$ cat src/rtl/core/ffsa_pkg.sv
// shared types and constants for the first-fit segment allocator
package ffsa_pkg;

    localparam logic [2:0] ST_OK      = 3'd0;
    localparam logic [2:0] ST_POOL    = 3'd1;
    localparam logic [2:0] ST_TABLE   = 3'd2;
    localparam logic [2:0] ST_MISSING = 3'd3;
    localparam logic [2:0] ST_ZERO    = 3'd4;

    localparam logic CMD_ALLOC = 1'b0;
    localparam logic CMD_FREE  = 1'b1;

    localparam logic [1:0] REG_MIN_CHUNK = 2'd0;

    localparam int ADDR_W = 16;
    localparam int LEN_W  = 17;

    // one table entry
    typedef struct packed {
        logic [15:0] start;
        logic [16:0] length;
        logic        busy;
    } seg_t;

    // table edit broadcast to all cells
    typedef struct packed {
        logic        en;
        logic        do_write;  // overwrite entry at wpos
        logic [9:0]  wpos;
        seg_t        wdata;
        logic        do_ins;    // open slot at ipos: cells > ipos take left neighbor
        logic [9:0]  ipos;
        seg_t        idata;     // written into ipos
        logic        do_del;    // close slot at dpos: cells >= dpos take right neighbor
        logic [9:0]  dpos;
    } edit_t;

endpackage

$ cat src/rtl/core/ffsa_cell.sv
// one segment table entry with shift and overwrite capability
module ffsa_cell #(
    parameter int MY_IDX = 0
) (
    input  logic             clk,
    input  logic             rst_n,
    input  ffsa_pkg::edit_t  edit,
    input  ffsa_pkg::seg_t   left,
    input  ffsa_pkg::seg_t   right,
    output ffsa_pkg::seg_t   seg
);

    logic           busy_reg;
    logic [15:0]    start_reg;
    logic [16:0]    length_reg;
    ffsa_pkg::seg_t seg_next;
    logic [9:0]     me;

    assign me = 10'(MY_IDX);

    always_comb
    begin
        seg_next = {start_reg, length_reg, busy_reg};
        if (edit.en)
        begin
            if (edit.do_ins)
            begin
                if (me == edit.ipos)
                    seg_next = edit.idata;
                else if (me > edit.ipos)
                    seg_next = left;
            end
            if (edit.do_del && me >= edit.dpos)
                seg_next = right;
            if (edit.do_write && me == edit.wpos)
                seg_next = edit.wdata;
        end
    end

    always_ff @(posedge clk or negedge rst_n)
    begin
        if (!rst_n)
        begin
            busy_reg <= 1'b0;
        end
        else
        begin
            busy_reg <= seg_next.busy;
        end
    end

    always_ff @(posedge clk)
    begin
        start_reg  <= seg_next.start;
        length_reg <= seg_next.length;
    end

    assign seg = {start_reg, length_reg, busy_reg};

endmodule

$ cat config.mk
export PLATFORM = sky130hd
export DESIGN_NAME = ffsa_cell
export DESIGN_NICKNAME = d
export VERILOG_FILES = /design/src/rtl/core/ffsa_pkg.sv /design/src/rtl/core/ffsa_cell.sv
export SDC_FILE = /design/constraint.sdc
export NUM_CORES = 1
export LEC_CHECK = 0
export BUFFER_PORTS_ARGS = -buffer_cell sky130_fd_sc_hd__buf_2
export CORE_MARGIN = 3
export CORE_UTILIZATION = 42
export CTS_CLUSTER_SIZE = 30
export DETAILED_ROUTE_END_ITERATION = 8
export GPL_TIMING_DRIVEN = 0
export PLACE_DENSITY = 0.9
export SYNTH_ARGS = -nofsm -noshare
export SYNTH_HDL_FRONTEND = slang
export SYNTH_SLANG_ARGS = --single-unit
$ cat constraint.sdc
create_clock -name clk -period 1.5 [get_ports clk]
set_clock_uncertainty 0.05 [all_clocks]
set_input_delay 0.15 -clock clk [delete_from_list [all_inputs] [get_ports clk]]
set_output_delay 0.15 -clock clk [all_outputs]
set_load 0.01 [all_outputs]
* Word level (Yosys, flattened, before mapping) *
Cells that the tools add are included.

storage, ports and cells
  ROM bits = 0
  input port bits = 172
  memories kept = 0
  flip-flop bits (word level) = 34
  bits in latches = 0
  RAM bits = 0

operators by class
  magnitude comparators = 2
  multiplexer cells = 5
  multiply operators = 0
  add/subtract/negate cells = 0
  equal/unequal tests = 0
  divide/modulo/power cells = 0
  shift operators = 0
  reductions and logical operators = 7
  bitwise gates (word level) = 0

operators by type and width
  operator               number
  $mux W34               5
  $logic_not A10 Y1      2
  $ge A1 B10 Y1 const A  1
  $gt A1 B10 Y1 const A  1
  $reduce_bool A4 Y1     1
  $reduce_and A3 Y1      1
  $reduce_bool A3 Y1     1
  $logic_and A1 B1 Y1    2

* Depth between registers and ports, before layout *
  depth in word-level cells = 6
  gate-level depth with buffers = 6
  mapped depth without buffers = 4

* Worst setup path after synthesis *
OpenSTA, ideal clock, no wires.

  path type = input port to flip-flop
  from = input edit[6] in the netlist's numbering
  to = register length_reg[0], enable pin
  data required time = 1.062 ns
  arrival = 1.679 ns
  stages = 4
  buffers on the path = 0
  slack = -0.616 ns
  setup time = 0.388 ns
  path through = nor4b_1 nand3_1 a31o_2 inv_1

on the way
  cells in the longest elaborated chain, start to end = 4

RTL lines
  element                                                                    RTL line         source
  start: declaration                                                         ffsa_cell.sv:7   input ffsa_pkg::edit_t edit,
  $ge A1 B10 Y1 *                                                            ffsa_cell.sv:33  if (edit.do_del && me >= edit.dpos)
  $logic_and A1 B1 Y1 *                                                      ffsa_cell.sv:33
  $reduce_bool A4 Y1 (no source line) or $reduce_bool A3 Y1 (tied branches)  --
  $reduce_and A3 Y1 (no source line) *                                       --
  end signal: assignment                                                     ffsa_cell.sv:55  length_reg <= seg_next.length;
  end: declaration                                                           ffsa_cell.sv:15  logic [16:0] length_reg;

Every way passes the cells marked *; elsewhere a longest branch is shown, timed or not.
A chain may end at the register's enable or synchronous reset.

* Worst setup path after layout *
  from = input edit[54] in the netlist's numbering
  to = register length_reg[7] (data pin)

on the way
  cells in the longest elaborated chain, start to end = 5

RTL lines
  element            RTL line         source
  $logic_not A10 Y1  ffsa_cell.sv:28  if (me == edit.ipos)
  $mux W34           ffsa_cell.sv:28
  $mux W34           ffsa_cell.sv:26  if (edit.do_ins)
  $mux W34           ffsa_cell.sv:33
  $mux W34           ffsa_cell.sv:35  if (edit.do_write && me == edit.wpos)

Every way passes these cells. The select of a mux whose other input is x is not followed.

==> results_dict.tcl <==
set metrics [dict create \
    std_cell_rows 26 \
    ys_ff_latch 34 \
    dp_hpwl_um 6780 \
    synth_flop_cell "edfxtp_1" \
    yosys.cell_types.count 31 \
    max_freq_ghz 0.591 \
    crit_type "primary input to flop" \
    p_int_uw 1640 \
    drt_iter0_drc 218 \
    port_buffers 205 \
    synth_nets 430 \
    root_buffer "clkbuf_8" \
    fin_area_um2 4170 \
    drt_wl_total_um 9810 \
    worstPathArrival_ps 1670 \
    regToRegEndpoint "busy_reg" \
    finalPower_uw 2180 \
    ir_worst_vdd_uv 417 \
    overflow 0 \
    hold_path.class "primary input to flop" \
    leakage_uw 0.00179 \
    run_status "complete, but fails checks" \
    die_width_um 81.7 \
    cp-start-kind "primary input" \
    period_needed_ps 1690 \
    power_frac_seq 0.478 \
    gp_congestion 0.887 \
    rrSetupSlack_ps 810 \
    violations "setup timing" \
    post-route-drc-count 0 \
    die-area_um2 6680 \
    reg2reg_from "busy_reg" \
    placed_cell_area_um2 3640 \
    power_density_nw_per_um2 524 \
    synth_area_per_cell_um2 9.34 \
    placedCellCount 533 \
    nNetsFinal 661 \
    first_pass_iters 5 \
    worst-r2r-cell-count 2 \
    tns_ps -3400 \
    drive_gt1_frac 0.608 \
    min_path_cells 3 \
    htreeDepth 2 \
    clock_latency_ps 280 \
    die_h_um 81.7 \
    wire_per_inst_um 17.5 \
    syn_area_um2 2410 \
    rsz0062_at_grt "yes" \
    cts_buffer_depth 2 \
    relSlewSlack 0.693 \
    comb_power_share 0.224 \
    seq_area_frac_synth 0.422 \
    grt_usage 0.269 \
    period_share 1.13 \
    crit_path_max_fanout 6 \
    io_pins 206 \
    tritoncts "built" \
    critPathCaptureType "flop" \
    p_sw_frac 0.246 \
    hold_end "length_reg[3]" \
    synth_warnings 0 \
    grt_start_max_net_pins 11 \
    drv_slew 0 \
    cts_buffers 5 \
    antenna_found_initial 0 \
    fin_cells 560 \
    p_switching_uw 537 \
    setup_slack_ps -191 \
    fin_util 0.781 \
    finalHoldViolations 0 \
    core_um2 5340 \
    clk_pin_slew_ps 70 \
    p_clk_frac 0.298 \
    drt-vias-per-instance 5.70 \
    grt_pass1_wl_um 13700 \
    synth_edf_count 33 \
    start_util 0.452 \
    largest_reg_flops 17 \
    worstHoldStart "edit[60]" \
    grt_pass1_vias 2942 \
    num_vias 3194 \
    n_antenna_cell 0 \
    cts_sinks 34 \
    syn_to_final_growth_pct 72.8 \
    ant_nets 0 \
    synth_cells 258 \
    finalSetupViolCount 33 \
    drv_cap 0 \
    tightest_slew_ps 461 \
    ys_async_sr_fraction 0.0294 \
    cp.required_ps 1480 \
]
-- power by group through the flow --
stage               Combinational, uW  Clock, uW  Sequential (uW)
finish                            489        649             1040
global route                      527        692             1040
CTS                               447        652             1040
detailed placement                415          0             1060
global placement                  406          0             1060
floorplan                         147          0             1060
-- cell usage after synthesis (2+ instances only) --
master,n,area [um2]
a211oi_1,29,218
a211oi_2,4,50.1
and3_1,2,12.5
buf_2,3,15.0
buf_4,4,30.0
buf_6,7,78.8
clkbuf_1,16,60.1
edfxtp_1,33,991
inv_1,3,11.3
nand2_1,33,124
nand3_1,2,10.0
nand4_1,2,12.5
nor3_1,2,10.0
nor4_1,4,25.0
nor4b_1,2,17.5
o21ai_0,36,180
o21ai_1,30,150
o31a_1,33,289
-- worst max path at each step --
stage,startpoint,endpoint,slack (ps),cells after the start
2_1_floorplan,edit[50],length_reg[12],-240,6
3_3_place_gp,edit[48],length_reg[2],-540,7
3_5_place_dp,edit[48],length_reg[11],-560,7
4_1_cts,edit[54],length_reg[14],-120,7
5_1_grt,edit[54],length_reg[7],-200,7
6_report,edit[54],length_reg[7],-190,7
-- through the flow --
step | hold WS (ps) | worst slack (ps)
after global routing | 95.5 | -198
after detailed placement | -121 | -557
after floorplan | -196 | -236
final | 95.4 | -191
after global placement | -124 | -542
after CTS | 92.1 | -121
-- critical path: stages --
cell	delay (ps)
buf_6	90
or4_4	540
buf_12	170
buf_8	120
o31a_1	270
a211oi_2	210
o21ai_1	110
-- area by class of cell --
class	instances	area, um2
Timing Repair Buffer	224	1280
Sequential cell	34	1020
Tap cell	70	87.6
Clock inverter	2	8.76
Clock buffer	6	72.6
Buffer	28	219
Timing Repair inverter	1	7.51
Fill cell	384	1170
Multi-Input combinational cell	192	1460
Inverter	3	15.0
-- logic make-up (layout without fill, tap and decap cells) --
kind of cell | count (synthesis) | in the layout | synth area share
and+or+nand+nor | 53 | 54 | 0.110
buffers and inverters | 33 | 264 | 0.0810
AOI/OAI and AO/OA | 138 | 138 | 0.387
DFF | 34 | 34 | 0.422
-- layout by cell type, fill, tap and decap left out, types with 2 or more instances in the layout --
cell        instances
clkbuf_4            4
buf_4              11
nor4b_4             2
buf_2             202
and3_1              2
a211oi_2           32
o21ai_1            33
o21ai_0            33
clkbuf_16           3
buf_6              13
buf_8               2
or4_4               3
clkbuf_8            5
inv_1               2
edfxtp_1           33
nand2_1            33
clkbuf_2            5
nor4_4              2
buf_12              3
clkinvlp_4          2
o31a_1             33
nor4_2              2
nand4_1             2
clkbuf_1            9
-- repair_timing --
item	in CTS	in global routing
hold buffers	1	0
endpoints found under the hold margin	1	0
resized for setup	36	23
pin swaps	4	7
setup endpoints to repair	65	66
buffers inserted	10	2
cloned	5	3
-- per-layer routing --
| metal | GRT usage | part of all wire | wire [um] |
|---|---|---|---|
| met1 | 0.310 | 0.36 | 3560 |
| met2 | 0.488 | 0.51 | 5040 |
| met3 | 0.0504 | 0.099 | 972 |
| met4 | 0.103 | 0.024 | 238 |
| met5 | 0 | 0 | 0 |
No activity file was read; power rests on OpenSTA's default activity.
